**config.mk**
```make
export PLATFORM = sky130hd
export DESIGN_NAME = glyph_outline_classifier_core
export DESIGN_NICKNAME = d
export VERILOG_FILES = /design/src/goc_pkg.sv /design/src/goc_ram.sv /design/src/goc_front.sv /design/src/goc_queue.sv /design/src/goc_back.sv /design/src/glyph_outline_classifier_core.sv
export SDC_FILE = /design/constraint.sdc
export NUM_CORES = 1
export LEC_CHECK = 0
export ABC_CLOCK_PERIOD_IN_PS = 7200
export BUFFER_PORTS_ARGS = -buffer_cell sky130_fd_sc_hd__buf_2
export CAP_MARGIN = 40
export CORE_MARGIN = 8
export CORE_UTILIZATION = 30
export CTS_BUF_LIST = sky130_fd_sc_hd__clkbuf_4 sky130_fd_sc_hd__clkbuf_8
export CTS_CLUSTER_SIZE = 24
export DETAILED_ROUTE_END_ITERATION = 10
export PLACE_DENSITY = 0.54
export SLEW_MARGIN = 20
export SYNTH_ARGS = -nofsm -noshare
export SYNTH_HDL_FRONTEND = slang
export SYNTH_HIERARCHICAL = 1
export SYNTH_SLANG_ARGS = --single-unit
```
**constraint.sdc**
```tcl
create_clock -name clk -period 7.2 [get_ports clk]
set_clock_uncertainty 0.2 [all_clocks]
set_input_delay 0 -clock clk [delete_from_list [all_inputs] [get_ports clk]]
set_output_delay 0 -clock clk [all_outputs]
set_load 0.01 [all_outputs]
```
**src/goc_pkg.sv**
```systemverilog
`timescale 1ns / 1ps

package goc_pkg;

    localparam int LINE_WIDTH  = 128;
    localparam int MAX_ROWS    = 128;
    localparam int MIN_WIDTH   = 2;

    localparam int COL_W       = $clog2(LINE_WIDTH);
    localparam int ROW_W       = $clog2(MAX_ROWS + 1);
    localparam int WIDTH_W     = 8;
    localparam int CODE_W      = 8;
    localparam int OUT_ROW_W   = 7;
    localparam int OUT_COL_W   = 7;
    localparam int IN_USER_W   = 2;
    localparam int OUT_DATA_W  = 16;

    // One bit per bank: a line store word holds both banks of one column.
    localparam int STORE_W     = 2;

    localparam int QUEUE_DEPTH = 4;
    localparam int QPTR_W      = $clog2(QUEUE_DEPTH);
    localparam int QCNT_W      = $clog2(QUEUE_DEPTH + 1);

    localparam logic [CODE_W-1:0]  SPACE_CODE    = 8'd32;
    localparam logic [WIDTH_W-1:0] WIDTH_DEFAULT = 8'd128;

    typedef enum logic [1:0] {
        CLASS_BACKGROUND = 2'd0,
        CLASS_GLYPH      = 2'd1,
        CLASS_OUTLINE    = 2'd2
    } pixel_class_t;

    typedef struct packed {
        logic                 last_of_frame;
        logic [OUT_ROW_W-1:0] row;
        logic [OUT_COL_W-1:0] column;
        pixel_class_t         pixel_class;
    } result_t;

endpackage

```
**src/goc_ram.sv**
```systemverilog
`timescale 1ns / 1ps

// Generic RAM: one write port, two read ports, registered read data.
module goc_ram #(
    parameter int WIDTH = 2,
    parameter int DEPTH = 128
) (
    input  logic                     clk,
    input  logic                     we,
    input  logic [$clog2(DEPTH)-1:0] wr_addr,
    input  logic [WIDTH-1:0]         wr_data,
    input  logic [$clog2(DEPTH)-1:0] rd_addr_a,
    input  logic [$clog2(DEPTH)-1:0] rd_addr_b,
    output logic [WIDTH-1:0]         rd_data_a,
    output logic [WIDTH-1:0]         rd_data_b
);

    logic [WIDTH-1:0] mem_reg [DEPTH];

    always_ff @(posedge clk)
    begin
        if (we)
        begin
            mem_reg[wr_addr] <= wr_data;
        end
        rd_data_a <= mem_reg[rd_addr_a];
        rd_data_b <= mem_reg[rd_addr_b];
    end

endmodule

```
**src/goc_front.sv**
```systemverilog
`timescale 1ns / 1ps

// Front end: width register, row and column counters, line store lookup and
// pixel classification. One request per cycle while the queue has space.
module goc_front import goc_pkg::*; (
    input  logic               clk,
    input  logic               rst_n,
    input  logic               cfg_we,
    input  logic [WIDTH_W-1:0] cfg_wdata,
    input  logic               s_tvalid,
    output logic               s_tready,
    input  logic [CODE_W-1:0]  s_tdata,
    input  logic [IN_USER_W-1:0] s_tuser,
    input  logic [QCNT_W-1:0]  q_count,
    output logic               push,
    output result_t            push_item
);

    logic [WIDTH_W-1:0] width_reg;
    logic [WIDTH_W-1:0] w_use;

    logic [COL_W-1:0]   col_reg, col_next, col_base, cur_col;
    logic [ROW_W-1:0]   row_reg, row_next, row_base, cur_row;
    logic [WIDTH_W-1:0] col_inc;
    logic               wrap, end_row, accept, in_first, in_flush, in_bit;

    logic               s1_valid_reg;
    logic [COL_W-1:0]   s1_col_reg;
    logic [ROW_W-1:0]   s1_row_reg;
    logic               s1_bit_reg, s1_right_ok_reg, s1_last_reg;
    logic               s1_fwd_a_reg, s1_fwd_b_reg, s1_vld_a_reg, s1_vld_b_reg;
    logic [STORE_W-1:0] fwd_word_reg;
    logic               left_reg;
    logic [LINE_WIDTH-1:0] store_valid_reg;

    logic [STORE_W-1:0] rd_data_a, rd_data_b, word_a, word_b, wr_word;
    logic               par, self_bit, left_bit, right_bit, above_bit;
    logic [ROW_W-1:0]   row_minus;
    pixel_class_t       cls;

    function automatic logic [ROW_W-1:0] advance_row(input logic [ROW_W-1:0] r);
        advance_row = (r >= ROW_W'(MAX_ROWS)) ? '0 : r + ROW_W'(1);
    endfunction

    // Width clamped into the legal range.
    always_comb
    begin
        if (width_reg < WIDTH_W'(MIN_WIDTH))
        begin
            w_use = WIDTH_W'(MIN_WIDTH);
        end
        else if (width_reg > WIDTH_W'(LINE_WIDTH))
        begin
            w_use = WIDTH_W'(LINE_WIDTH);
        end
        else
        begin
            w_use = width_reg;
        end
    end

    assign s_tready = (q_count + QCNT_W'(s1_valid_reg)) < QCNT_W'(QUEUE_DEPTH);
    assign accept   = s_tvalid && s_tready;
    assign in_first = s_tuser[0];
    assign in_flush = s_tuser[1];
    assign in_bit   = !in_flush && (s_tdata != SPACE_CODE);

    // Position of the incoming pixel, and the counters after it.
    always_comb
    begin
        col_base = in_first ? '0 : col_reg;
        row_base = in_first ? '0 : row_reg;
        wrap     = WIDTH_W'(col_base) >= w_use;
        cur_col  = wrap ? '0 : col_base;
        cur_row  = wrap ? advance_row(row_base) : row_base;
        col_inc  = WIDTH_W'(cur_col) + WIDTH_W'(1);
        end_row  = col_inc >= w_use;
        col_next = end_row ? '0 : col_inc[COL_W-1:0];
        row_next = end_row ? advance_row(cur_row) : cur_row;
    end

    goc_ram #(
        .WIDTH (STORE_W),
        .DEPTH (LINE_WIDTH)
    ) u_line_store (
        .clk       (clk),
        .we        (s1_valid_reg),
        .wr_addr   (s1_col_reg),
        .wr_data   (wr_word),
        .rd_addr_a (cur_col),
        .rd_addr_b (col_inc[COL_W-1:0]),
        .rd_data_a (rd_data_a),
        .rd_data_b (rd_data_b)
    );

    // Classification of the pixel above the incoming one.
    always_comb
    begin
        par       = s1_row_reg[0];
        word_a    = s1_fwd_a_reg ? fwd_word_reg : (s1_vld_a_reg ? rd_data_a : '0);
        word_b    = s1_fwd_b_reg ? fwd_word_reg : (s1_vld_b_reg ? rd_data_b : '0);
        self_bit  = word_a[~par];
        left_bit  = (s1_col_reg != '0) && left_reg;
        right_bit = s1_right_ok_reg && word_b[~par];
        above_bit = (s1_row_reg >= ROW_W'(2)) && word_a[par];
        if (self_bit)
        begin
            cls = CLASS_GLYPH;
        end
        else if (left_bit || right_bit || above_bit || s1_bit_reg)
        begin
            cls = CLASS_OUTLINE;
        end
        else
        begin
            cls = CLASS_BACKGROUND;
        end
        wr_word       = '0;
        wr_word[par]  = s1_bit_reg;
        wr_word[~par] = self_bit;
        row_minus     = s1_row_reg - ROW_W'(1);
    end

    assign push                    = s1_valid_reg && (s1_row_reg != '0);
    assign push_item.pixel_class   = cls;
    assign push_item.column        = s1_col_reg;
    assign push_item.row           = row_minus[OUT_ROW_W-1:0];
    assign push_item.last_of_frame = s1_last_reg;

    always_ff @(posedge clk or negedge rst_n)
    begin
        if (!rst_n)
        begin
            width_reg       <= WIDTH_DEFAULT;
            col_reg         <= '0;
            row_reg         <= '0;
            s1_valid_reg    <= 1'b0;
            store_valid_reg <= '0;
        end
        else
        begin
            if (cfg_we)
            begin
                width_reg <= cfg_wdata;
            end
            if (accept)
            begin
                col_reg <= col_next;
                row_reg <= row_next;
            end
            s1_valid_reg <= accept;
            if (s1_valid_reg)
            begin
                store_valid_reg[s1_col_reg] <= 1'b1;
            end
        end
    end

    always_ff @(posedge clk)
    begin
        if (accept)
        begin
            s1_col_reg      <= cur_col;
            s1_row_reg      <= cur_row;
            s1_bit_reg      <= in_bit;
            s1_right_ok_reg <= col_inc < w_use;
            s1_last_reg     <= in_flush && (col_inc == w_use);
            // The word written at this same edge is passed straight across.
            s1_fwd_a_reg    <= s1_valid_reg && (s1_col_reg == cur_col);
            s1_fwd_b_reg    <= s1_valid_reg && (s1_col_reg == col_inc[COL_W-1:0]);
            s1_vld_a_reg    <= store_valid_reg[cur_col];
            s1_vld_b_reg    <= store_valid_reg[col_inc[COL_W-1:0]];
            fwd_word_reg    <= wr_word;
        end
        if (s1_valid_reg)
        begin
            left_reg <= self_bit;
        end
    end

endmodule

```
**src/goc_queue.sv**
```systemverilog
`timescale 1ns / 1ps

// Short result queue between the classifier and the output stage.
module goc_queue import goc_pkg::*; (
    input  logic              clk,
    input  logic              rst_n,
    input  logic              push,
    input  result_t           push_item,
    input  logic              pop,
    output result_t           head,
    output logic              empty,
    output logic [QCNT_W-1:0] count
);

    result_t             slot_reg [QUEUE_DEPTH];
    logic [QPTR_W-1:0]   wr_ptr_reg, rd_ptr_reg;
    logic [QCNT_W-1:0]   count_reg;

    assign head  = slot_reg[rd_ptr_reg];
    assign empty = (count_reg == '0);
    assign count = count_reg;

    always_ff @(posedge clk or negedge rst_n)
    begin
        if (!rst_n)
        begin
            wr_ptr_reg <= '0;
            rd_ptr_reg <= '0;
            count_reg  <= '0;
        end
        else
        begin
            if (push)
            begin
                wr_ptr_reg <= wr_ptr_reg + QPTR_W'(1);
            end
            if (pop)
            begin
                rd_ptr_reg <= rd_ptr_reg + QPTR_W'(1);
            end
            count_reg <= count_reg + QCNT_W'(push) - QCNT_W'(pop);
        end
    end

    always_ff @(posedge clk)
    begin
        if (push)
        begin
            slot_reg[wr_ptr_reg] <= push_item;
        end
    end

endmodule

```
**src/goc_back.sv**
```systemverilog
`timescale 1ns / 1ps

// Output register: drains the queue and drives the master side.
module goc_back import goc_pkg::*; (
    input  logic                  clk,
    input  logic                  rst_n,
    input  result_t               head,
    input  logic                  empty,
    output logic                  pop,
    output logic                  m_tvalid,
    input  logic                  m_tready,
    output logic [OUT_DATA_W-1:0] m_tdata,
    output logic                  m_tlast
);

    logic    out_valid_reg;
    result_t out_item_reg;

    assign pop      = !empty && (!out_valid_reg || m_tready);
    assign m_tvalid = out_valid_reg;
    assign m_tdata  = {out_item_reg.row, out_item_reg.column, out_item_reg.pixel_class};
    assign m_tlast  = out_item_reg.last_of_frame;

    always_ff @(posedge clk or negedge rst_n)
    begin
        if (!rst_n)
        begin
            out_valid_reg <= 1'b0;
        end
        else if (pop)
        begin
            out_valid_reg <= 1'b1;
        end
        else if (m_tready)
        begin
            out_valid_reg <= 1'b0;
        end
    end

    always_ff @(posedge clk)
    begin
        if (pop)
        begin
            out_item_reg <= head;
        end
    end

endmodule

```
**src/glyph_outline_classifier_core.sv**
```systemverilog
// Channel      Direction  Handshake               Payload
// pixel in     slave      s_tvalid / s_tready     s_tdata, s_tuser
// class out    master     m_tvalid / m_tready     m_tdata, m_tlast
// width write  config     cfg_we (no wait)        cfg_wdata
//
// One pixel request is taken every clock while the queue has room; its result
// passes the classify stage behind the registered line store read, then a
// queue slot, then the output register on the way to the master side.
// The line store is a two-bank RAM with one word per column and per-column
// written flags; reset clears the flags, counters and width at once, with no
// clearing pass. A queue of four results lets the output stall on its own;
// the input stalls once that queue and the classify stage hold four results.
`timescale 1ns / 1ps

module glyph_outline_classifier_core import goc_pkg::*; (
    input  logic                   clk,
    input  logic                   rst_n,
    input  logic                   cfg_we,
    input  logic [WIDTH_W-1:0]     cfg_wdata,   // active_width
    input  logic                   s_tvalid,
    output logic                   s_tready,
    input  logic [CODE_W-1:0]      s_tdata,     // char_code
    input  logic [IN_USER_W-1:0]   s_tuser,     // first_of_frame, flush_row
    output logic                   m_tvalid,
    input  logic                   m_tready,
    output logic [OUT_DATA_W-1:0]  m_tdata,     // pixel_class, column, row
    output logic                   m_tlast      // last_of_frame
);

    // Results handed from the classifier to the queue.
    logic              push;
    result_t           push_item;

    // Queue state seen by the front (space) and the back (head).
    result_t           head;
    logic              empty;
    logic              pop;
    logic [QCNT_W-1:0] q_count;

    // The front counts rows and columns, looks up the two stored rows and
    // classifies the pixel one row above the incoming request.
    goc_front u_front (
        .clk       (clk),
        .rst_n     (rst_n),
        .cfg_we    (cfg_we),
        .cfg_wdata (cfg_wdata),
        .s_tvalid  (s_tvalid),
        .s_tready  (s_tready),
        .s_tdata   (s_tdata),
        .s_tuser   (s_tuser),
        .q_count   (q_count),
        .push      (push),
        .push_item (push_item)
    );

    // Requests in the top row produce no result, so the queue sees gaps.
    goc_queue u_queue (
        .clk       (clk),
        .rst_n     (rst_n),
        .push      (push),
        .push_item (push_item),
        .pop       (pop),
        .head      (head),
        .empty     (empty),
        .count     (q_count)
    );

    // The back holds one result on the master side until it is taken.
    goc_back u_back (
        .clk      (clk),
        .rst_n    (rst_n),
        .head     (head),
        .empty    (empty),
        .pop      (pop),
        .m_tvalid (m_tvalid),
        .m_tready (m_tready),
        .m_tdata  (m_tdata),
        .m_tlast  (m_tlast)
    );

endmodule

```
==> flow_metrics.env, run 1 <==
export IMPL_status="completed"
export IMPL_holdWs_ns=0.0906
export IMPL_setup_viol=0
export IMPL_fp_dieArea_um2=96900
export IMPL_cap_violations=0
export IMPL_h_tree_depth=3
export IMPL_antenna_found_initial=2
export IMPL_layout_commonest_cell="edfxtp_1"
export IMPL_die_x_um=311
export IMPL_core_rowCount=108
export IMPL_post_cts_buffers=0
export IMPL_final_max_slew_viol_count=0
export IMPL_synth_cell_types=76
export IMPL_cp_common_cell="ha_1"
export IMPL_synth_top_family_by_area="multiplexers"
export IMPL_cts_buffer_depth=3
export IMPL_routabilityCongestion=0.855
export IMPL_cellPowerDensity_nw_per_um2=337
export IMPL_synth_area_per_cell_um2=13.9
export IMPL_slew_headroom=0.419
export IMPL_tightestPinTransition_ns=0.865
export IMPL_dp_hpwl_um=48100
export IMPL_cts_reportedPaths_clkPinSlew_ns=0.06
export IMPL_synth_seq_area_share=0.576
export IMPL_path_cells="or4_1, nor2_1, o21ai_0, ha_1, nor2b_1, o211ai_1, a31o_1, nand2_1, nor2_4, ha_4, nand4b_1, nor3_1, xor2_1, nand3_2, inv_1, ha_1, a21o_1, a2111o_1, and4bb_1, and3_1, a21oi_1, o21ai_1"
export IMPL_final_min_clock_period_ns=6.23
export IMPL_postRouteAntennaNets=0
export IMPL_arrival_ns=6.57
export IMPL_syn_to_final_growth_pct=15.1
export IMPL_fin_area_um2=30100
export IMPL_grt_pass1_vias=18100
export IMPL_cts_root_buffer="clkbuf_8"
export IMPL_dieHeight_um=311
export IMPL_final_setup_tns_ns=0
export IMPL_grt_setup_unrepaired="false"
export IMPL_cp_buffers_inverters=1
export IMPL_synth_edf_count=366
export IMPL_post_route_cells_drive_above_1_share=0.212
export IMPL_cp_slowest_cell="a2111o_1"
export IMPL_cpLargestDelayFamily="simple AND/OR/NAND/NOR gates"
export IMPL_intPower_uw=6770
export IMPL_synth_compound_area_frac=0.0964
export IMPL_initialDrtViolationCount=1710
export IMPL_via_per_inst=5.44
export IMPL_critPathKind="reg2reg"
export IMPL_ys_ff_latch=530
export IMPL_hold_class="in2reg"
export IMPL_overflow=0
export IMPL_fmax_ghz=0.160
export IMPL_clkPwrFrac=0.270
export IMPL_layout_setup_ws_ns=0.969
export IMPL_cp_slowest_stage_delay_ns=0.67
export IMPL_swShare=0.332
export IMPL_core_area_um2=86600
export IMPL_synth_area_mux_share=0.180
export IMPL_cts_inserted_buffers=87
export IMPL_p_switching_uw=3370
export IMPL_crit_required_ns=7.54
export IMPL_cts_sinks=530
export IMPL_power_frac_comb=0.303
export IMPL_wire_per_inst_um=22.8
export IMPL_placed_cell_area_um2=27800
export IMPL_power_uw=10100
export IMPL_clock_latency_ns=0.69
export IMPL_syn_inst=1884
export IMPL_dr_pass1_iters=7
export IMPL_power_frac_seq=0.428
export IMPL_track_usage=0.147
export IMPL_async_flop_share=0.302
export IMPL_yosys_warnings=6
export IMPL_crit_path_end_kind="flop"
export IMPL_portBuffers=41
export IMPL_grt_first_pass_wirelength_um=112000
export IMPL_final_cell_mix="edfxtp_1, nor2_1, dfrtp_1"
export IMPL_start_kind="flop"
export IMPL_synth_fa_ha_area_frac=0.0142
export IMPL_vdd_drop_max_uv=200
export IMPL_grt_max_degree=99
export IMPL_synth_nets=1936
export IMPL_fin_crit_sh=0.865
export IMPL_place_ws_ns=1.03
export IMPL_remaining_drc_errors=0
export IMPL_yosys_most_used_dff="edfxtp_1"
export IMPL_io_pins=42
export IMPL_hold_viol=0
export IMPL_drt_wl_total_um=73400
export IMPL_largest_reg_flops=256
export IMPL_p_leak_uw=0.0112
export IMPL_vias=17500
export IMPL_yosys_area_share_simple=0.0927
export IMPL_cp_max_fo=17
export IMPL_netlist_area_um2=26200
export IMPL_synthXorXnorAreaFrac=0.0110
export IMPL_initial_core_util=0.302
export IMPL_tritoncts="yes"
export IMPL_nets=2045
==> worst register-to-register path, cell delays in order, from the launching register on <==
cell and delay, ns:
dfrtp_1 0.39, or4_1 0.56, nor2_1 0.10, o21ai_0 0.14, ha_1 0.32, nor2b_1 0.14
o211ai_1 0.21, a31o_1 0.38, nand2_1 0.16, nor2_4 0.17, ha_4 0.16, nand4b_1 0.16
nor3_1 0.21, xor2_1 0.20, nand3_2 0.16, inv_1 0.43, ha_1 0.36, a21o_1 0.19
a2111o_1 0.67, and4bb_1 0.36, and3_1 0.21, a21oi_1 0.14, o21ai_1 0.08
==> logic make-up after synthesis <==
| kind of cell | after synthesis |
|---|---|
| compound gates | 356 |
| simple gates | 523 |
| fa+ha+maj | 29 |
| flops | 530 |
| buf+inv | 160 |
| xor+xnor | 33 |
| mux | 253 |
==> synth_stat cells (23+ instances only) <==
cell type	instances	area [µm²]
inv_1	29	109
o21bai_1	40	300
a21oi_1	37	185
ha_1	28	350
nand2_1	136	510
mux2i_1	69	691
nor2_1	180	676
clkbuf_1	69	259
mux2_2	23	259
nand3_1	36	180
o21ai_0	26	130
nor2b_1	23	144
a21o_1	90	676
a22oi_1	49	368
dfrtp_1	159	3980
mux4_1	32	841
edfxtp_1	366	11000
o22ai_1	24	150
nor3_1	57	285
mux4_2	129	2910
==> metal layers <==
| metal | up-vias | routed length [µm] | part of all wire | GRT usage |
|---|---|---|---|---|
| met1 | 9002 | 30600 | 0.42 | 0.193 |
| met4 | 0 | 1840 | 0.025 | 0.0511 |
| met2 | 784 | 35400 | 0.48 | 0.244 |
| met5 | - | 0 | 0 | 0 |
| li1 | 7575 | - | - | - |
| met3 | 137 | 5510 | 0.075 | 0.0289 |
==> cell type report <==
type / instances / area [µm²]
clock inverters: 42 / 319
diodes: 1 / 2.50
inverters: 35 / 135
well taps: 1155 / 1450
fillers: 8293 / 56500
repair buffers: 145 / 1260
flip-flops and latches: 530 / 15100
clock buffers: 117 / 1500
multi-input cells: 1194 / 10400
==> stage by stage <==
stage	util	instances
after CTS	0.347	3211
after global routing	0.348	3219
after floorplan	-	1884
final	0.348	3219
after global placement	0.319	3001
after detailed placement	0.321	3017
==> path summary, 6_finish.rpt <==
kind	slack (ns)	start	end	cells after the start
worst max-delay path	0.97	u_front/width_reg[6]$_DFFE_PN0P_	u_front/row_reg[7]$_DFFE_PN0P_	22
worst min-delay path	0.09	s_tuser[1]	u_front/s1_last_reg$_DFFE_PP_	3
worst max register to register	0.97	u_front/width_reg[6]$_DFFE_PN0P_	u_front/row_reg[7]$_DFFE_PN0P_	22
worst min register to register	0.28	u_front/store_valid_reg[76]$_DFFE_PN0P_	u_front/store_valid_reg[76]$_DFFE_PN0P_	1
max in group asynchronous	6.03	rst_n	u_front/width_reg[7]$_DFFE_PN1P_	5
min in group asynchronous	0.16	rst_n	u_front/store_valid_reg[72]$_DFFE_PN0P_	4
==> power groups by stage <==
| stage | Sequential [µW] | Combinational (µW) | Clock [µW] |
|---|---|---|---|
| final | 4340 | 3070 | 2740 |
| after floorplan | 4340 | 2100 | 0 |
| after detailed placement | 4410 | 3010 | 0 |
| after global placement | 4390 | 2920 | 0 |
| after global routing | 4390 | 3310 | 2950 |
| after CTS | 4360 | 3040 | 2820 |
==> timing repair <==
item / in CTS / in global routing
resized for setup: 0 / 0
hold endpoints to repair: 211 / 0
hold buffers: 35 / 0
Note: power is estimated with default switching activity, not from simulation.
==> inputs of run 2 (changes only) <==
--- a/config.mk
+++ b/config.mk
@@ -8,7 +8,7 @@
 export ABC_CLOCK_PERIOD_IN_PS = 7200
 export BUFFER_PORTS_ARGS = -buffer_cell sky130_fd_sc_hd__buf_2
 export CAP_MARGIN = 40
-export CORE_MARGIN = 8
+export CORE_MARGIN = 5
 export CORE_UTILIZATION = 30
 export CTS_BUF_LIST = sky130_fd_sc_hd__clkbuf_4 sky130_fd_sc_hd__clkbuf_8
 export CTS_CLUSTER_SIZE = 24
==> run 2 against run 1 <==
Against the previous run: sequential share of layout area is 0.16 points lower; utilization increased by 0.11 points; die area is 3.8% lower; clock-buffer cell count is 9 higher; critical endpoint is now u_front/row_reg[5]$_DFFE_PN0P_; largest power group unchanged.
==> flow_metrics.env, run 2 (synthesized netlist as in run 1, its figures left out) <==
export IMPL_status="completed"
export IMPL_fmax_ghz=0.161
export IMPL_portBuffers=41
export IMPL_syn_to_final_growth_pct=15.5
export IMPL_layout_commonest_cell="edfxtp_1"
export IMPL_largest_reg_flops=256
export IMPL_h_tree_depth=3
export IMPL_fin_crit_sh=0.861
export IMPL_slew_headroom=0.424
export IMPL_dr_pass1_iters=5
export IMPL_initialDrtViolationCount=1385
export IMPL_via_per_inst=5.41
export IMPL_die_x_um=305
export IMPL_routabilityCongestion=0.852
export IMPL_cts_root_buffer="clkbuf_8"
export IMPL_ctsResizeCount=0
export IMPL_layout_setup_ws_ns=0.999
export IMPL_dp_hpwl_um=47900
export IMPL_wire_per_inst_um=22.9
export IMPL_fin_area_um2=30200
export IMPL_crit_required_ns=7.54
export IMPL_grt_max_degree=112
export IMPL_nets=2044
export IMPL_grt_first_pass_wirelength_um=113000
export IMPL_final_setup_tns_ns=0
export IMPL_track_usage=0.155
export IMPL_final_max_slew_viol_count=0
export IMPL_remaining_drc_errors=0
export IMPL_grt_pass1_vias=18100
export IMPL_place_ws_ns=1.04
export IMPL_post_cts_buffers=0
export IMPL_cp_slowest_stage_delay_ns=0.67
export IMPL_cap_violations=0
export IMPL_cp_buffers_inverters=1
export IMPL_arrival_ns=6.54
export IMPL_cts_inserted_buffers=86
export IMPL_grt_setup_unrepaired="false"
export IMPL_cp_max_fo=17
export IMPL_p_leak_uw=0.0113
export IMPL_cellPowerDensity_nw_per_um2=340
export IMPL_final_cell_mix="edfxtp_1, nor2_1, dfrtp_1"
export IMPL_cts_hold_buffers=34
export IMPL_core_area_um2=86600
export IMPL_start_kind="flop"
export IMPL_final_min_clock_period_ns=6.20
export IMPL_path_cells="or4_1, o311a_1, ha_1, and3_1, o21ai_1, a31o_1, nand2_1, nor2_4, ha_4, nand4b_1, nor3_1, xor2_1, nand3_2, inv_1, ha_1, a21o_1, a2111o_1, and4bb_1, and3_1, mux2i_1, o21ai_1"
export IMPL_setup_worst_path_start="u_front/width_reg[6]$_DFFE_PN0P_"
export IMPL_cp_slowest_cell="a2111o_1"
export IMPL_placed_cell_area_um2=27900
export IMPL_setup_viol=0
export IMPL_r2r_start="u_front/width_reg[6]$_DFFE_PN0P_"
export IMPL_cts_sinks=530
export IMPL_vias=17400
export IMPL_vdd_drop_max_uv=216
export IMPL_tightestPinTransition_ns=0.858
export IMPL_fp_dieArea_um2=93200
export IMPL_antenna_found_initial=2
export IMPL_post_route_cells_drive_above_1_share=0.215
export IMPL_critPathKind="reg2reg"
export IMPL_overflow=0
export IMPL_cts_buffer_depth=3
export IMPL_drt_wl_total_um=73700
export IMPL_tritoncts="yes"
export IMPL_hold_viol=0
export IMPL_initial_core_util=0.302
export IMPL_hp_start="s_tuser[1]"
export IMPL_io_pins=42
export IMPL_dieHeight_um=305
export IMPL_clock_latency_ns=0.67
export IMPL_cpLargestDelayFamily="simple AND/OR/NAND/NOR gates"
export IMPL_crit_path_end_kind="flop"
export IMPL_core_rowCount=108
export IMPL_postRouteAntennaNets=0
export IMPL_power_uw=10300
export IMPL_hold_class="in2reg"
export IMPL_cts_reportedPaths_clkPinSlew_ns=0.06
==> run 2: cell types whose count changed in the layout (fill, tap and decap cells not counted), sizes merged <==
| cell | previous run | this run |
|---|---|---|
| clkbuf | 118 | 128 |
| bufinv | 4 | 6 |
| buf | 110 | 109 |
| clkinvlp | 3 | 6 |
| diode | 1 | 2 |
| clkinv | 33 | 19 |
| inv | 37 | 35 |
==> run 2: worst paths after layout <==
path / end / slack [ns] / depth (start not counted)
max in group asynchronous: u_front/row_reg[1]$_DFFE_PN0P_ / 5.10 / 7
setup / recovery: u_front/row_reg[5]$_DFFE_PN0P_ / 1.0 / 21
hold reg to reg: u_front/store_valid_reg[80]$_DFFE_PN0P_ / 0.27 / 1
hold / removal: u_front/s1_last_reg$_DFFE_PP_ / 0.12 / 3
min in group asynchronous: u_front/store_valid_reg[79]$_DFFE_PN0P_ / 0.14 / 3
setup reg to reg: u_front/row_reg[5]$_DFFE_PN0P_ / 1.0 / 21
==> run 2: worst register-to-register path: stages (launching register included) <==
cell	delay (ns)
dfrtp_1	0.41
or4_1	0.56
o311a_1	0.34
ha_1	0.27
and3_1	0.14
o21ai_1	0.15
a31o_1	0.39
nand2_1	0.18
nor2_4	0.17
ha_4	0.17
nand4b_1	0.15
nor3_1	0.20
xor2_1	0.20
nand3_2	0.16
inv_1	0.43
ha_1	0.35
a21o_1	0.18
a2111o_1	0.67
and4bb_1	0.35
and3_1	0.20
mux2i_1	0.15
o21ai_1	0.08
==> run 2: routing by layer <==
layer	global-route usage	wire, µm
met5	0	0
met3	0.0290	5100
met1	0.207	31200
met2	0.254	35100
met4	0.0571	2340
==> run 2: through the flow <==
step	cells	hold slack (ns)	utilization
floorplan	1884	-0.496	-
global placement	3001	-0.0541	0.319
detailed placement	3018	-0.354	0.322
CTS	3209	0.0285	0.348
global route	3217	0.0863	0.349
finish	3218	0.124	0.349
==> run 2: area by class of cell <==
| cell class | count | area (µm²) |
|---|---|---|
| fill | 8303 | 56400 |
| sequential | 530 | 15100 |
| multi-input combinational | 1194 | 10400 |
| clock buffer | 126 | 1600 |
| tap | 1155 | 1450 |
| timing repair buffer | 145 | 1260 |
| clock inverter | 31 | 309 |
| inverter | 35 | 135 |
| antenna | 2 | 5.00 |
==> run 2: power by group <==
group	internal [µW]	leakage [µW]	switching [µW]
Clock	1640	0.000981	1210
Sequential	4020	0.00551	306
Combinational	1250	0.00478	1840
Total	6910	0.0113	3360
==> inputs of run 3 (changes only) <==
==> constraint.sdc (replaced) <==
create_clock -name clk -period 7.2 [get_ports clk]
set_clock_uncertainty 0.2 [all_clocks]
set_input_delay 1.44 -clock clk [delete_from_list [all_inputs] [get_ports clk]]
set_output_delay 1.44 -clock clk [all_outputs]
set_load 0.005 [all_outputs]
==> run 3 against run 2 <==
Against the previous run: fmax up 1.7%; register-to-register slack improved by 0.24 ns; final area is 1.5% lower; hold slack better by 0.15 ns; final cell count shrank 0.96%; non-clock buffer count shrank 31; total power decreased by 1.5%; combinational power barely moved; worst setup slack better by 0.10 ns; critical endpoint is now u_front/u_line_store/rd_data_a[1]$_DFF_P_; largest cell class unchanged.
==> flow_metrics.env, run 3 (synthesized netlist as in run 1, its figures left out) <==
export IMPL_grt_max_degree=138
export IMPL_ctsResizeCount=0
export IMPL_rrSetupSlack_ns=1.24
export IMPL_h_tree_depth=3
export IMPL_power_frac_seq=0.429
export IMPL_dp_hpwl_um=48600
export IMPL_final_cell_mix="edfxtp_1, nor2_1, dfrtp_1"
export IMPL_grt_pass1_vias=17900
export IMPL_crit_required_ns=7.53
export IMPL_cp_max_fo=137
export IMPL_wire_per_inst_um=23.2
export IMPL_core_rowCount=108
export IMPL_final_setup_tns_ns=0
export IMPL_post_route_cells_drive_above_1_share=0.221
export IMPL_start_kind="primary input"
export IMPL_critPathKind="in2reg"
export IMPL_core_area_um2=86600
export IMPL_cts_hold_buffers=0
export IMPL_layout_commonest_cell="edfxtp_1"
export IMPL_power_uw=10100
export IMPL_cts_root_buffer="clkbuf_8"
export IMPL_syn_to_final_growth_pct=13.8
export IMPL_io_pins=42
export IMPL_p_switching_uw=3370
export IMPL_initial_core_util=0.302
export IMPL_p_leak_uw=0.0111
export IMPL_grt_setup_unrepaired="false"
export IMPL_vias=17400
export IMPL_fill_cells=8347
export IMPL_drt_wl_total_um=73900
export IMPL_dieHeight_um=305
export IMPL_largest_reg_flops=256
export IMPL_endpoint="u_front/u_line_store/rd_data_a[1]$_DFF_P_"
export IMPL_routabilityCongestion=0.873
export IMPL_power_frac_comb=0.304
export IMPL_track_usage=0.154
export IMPL_hold_viol=0
export IMPL_slew_headroom=0.344
export IMPL_setup_viol=0
export IMPL_nets=2013
export IMPL_postRouteAntennaNets=0
export IMPL_status="completed"
export IMPL_reg2reg_depth=15
export IMPL_final_max_slew_viol_count=0
export IMPL_remaining_drc_errors=0
export IMPL_r2r_start="u_front/width_reg[6]$_DFFE_PN0P_"
export IMPL_post_cts_buffers=0
export IMPL_tritoncts="yes"
export IMPL_arrival_ns=6.42
export IMPL_die_x_um=305
export IMPL_overflow=0
export IMPL_cts_reportedPaths_clkPinSlew_ns=0.06
export IMPL_fin_crit_sh=0.847
export IMPL_cap_violations=0
export IMPL_cellPowerDensity_nw_per_um2=340
export IMPL_layout_setup_ws_ns=1.10
export IMPL_final_min_clock_period_ns=6.10
export IMPL_antenna_found_initial=1
export IMPL_via_per_inst=5.45
export IMPL_r2r_end="u_front/u_line_store/rd_data_a[1]$_DFF_P_"
export IMPL_portBuffers=41
export IMPL_cts_buffer_depth=3
export IMPL_grt_first_pass_wirelength_um=112000
export IMPL_tightestPinTransition_ns=0.984
export IMPL_hold_class="reg2reg"
export IMPL_initialDrtViolationCount=1403
export IMPL_clock_latency_ns=0.67
export IMPL_vdd_drop_max_uv=178
export IMPL_crit_path_end_kind="flop"
export IMPL_clkPwrFrac=0.267
export IMPL_setup_worst_path_start="s_tuser[0]"
export IMPL_intPower_uw=6740
export IMPL_cts_sinks=530
export IMPL_dr_pass1_iters=7
export IMPL_place_ws_ns=0.443
export IMPL_cts_inserted_buffers=86
export IMPL_fmax_ghz=0.164
export IMPL_fp_dieArea_um2=93200
export IMPL_swShare=0.333
-- run 3: how the worst min path moves through the flow --
stage	start	end	slack (ns)	cells past startpoint
floorplan	u_front/store_valid_reg[102]$_DFFE_PN0P_	u_front/store_valid_reg[102]$_DFFE_PN0P_	0.23	2
global placement	u_front/store_valid_reg[10]$_DFFE_PN0P_	u_front/store_valid_reg[10]$_DFFE_PN0P_	0.25	1
detailed placement	u_front/store_valid_reg[102]$_DFFE_PN0P_	u_front/store_valid_reg[102]$_DFFE_PN0P_	0.26	2
CTS	u_front/store_valid_reg[102]$_DFFE_PN0P_	u_front/store_valid_reg[102]$_DFFE_PN0P_	0.28	2
global route	u_front/store_valid_reg[47]$_DFFE_PN0P_	u_front/store_valid_reg[47]$_DFFE_PN0P_	0.29	1
finish	u_front/store_valid_reg[29]$_DFFE_PN0P_	u_front/store_valid_reg[29]$_DFFE_PN0P_	0.28	1
-- run 3: critical path: stages --
cell	delay [ns]
buf_2	0.32
nand2b_2	0.27
inv_2	0.08
ha_1	0.31
nor2b_1	0.14
o211ai_1	0.21
a31oi_1	0.14
buf_4	0.21
nor3_4	0.33
buf_12	0.73
mux4_1	0.69
mux4_2	0.48
o22ai_1	0.29
nor4_1	0.11
or4_1	0.54
-- run 3: layer usage --
metal | share of wire | global-route usage | up-vias
li1 | - | - | 7513
met5 | 0 | 0 | -
met1 | 0.42 | 0.206 | 8987
met4 | 0.031 | 0.0560 | 0
met2 | 0.48 | 0.255 | 717
met3 | 0.070 | 0.0280 | 159
-- run 3: area by class of cell --
type	count	area, µm²	area share
Sequential cell	530	15100	0.506
Multi-Input combinational cell	1194	10400	0.349
Clock buffer	123	1520	0.0510
Tap cell	1155	1450	0.0485
Timing Repair Buffer	114	948	0.0319
Clock inverter	35	267	0.00895
Inverter	35	135	0.00454
Antenna cell	1	2.50	0.0000841
-- run 3: power by group through the flow --
stage	sequential (µW)	clock (µW)	combinational [µW]
after global routing	4380	2920	3310
after detailed placement	4390	0	3070
after CTS	4330	2790	3080
final	4330	2700	3080
after floorplan	4320	0	2100
after global placement	4400	0	2930
-- run 3: metrics by stage --
step | instance area (µm²) | instances | util | hold WS [ns]
after global placement | 27600 | 2999 | 0.319 | 0.253
after detailed placement | 27900 | 3023 | 0.322 | 0.262
after CTS | 29700 | 3181 | 0.343 | 0.276
final | 29800 | 3187 | 0.344 | 0.276
after floorplan | 26200 | 1884 | - | 0.234
after global routing | 29800 | 3187 | 0.344 | 0.293
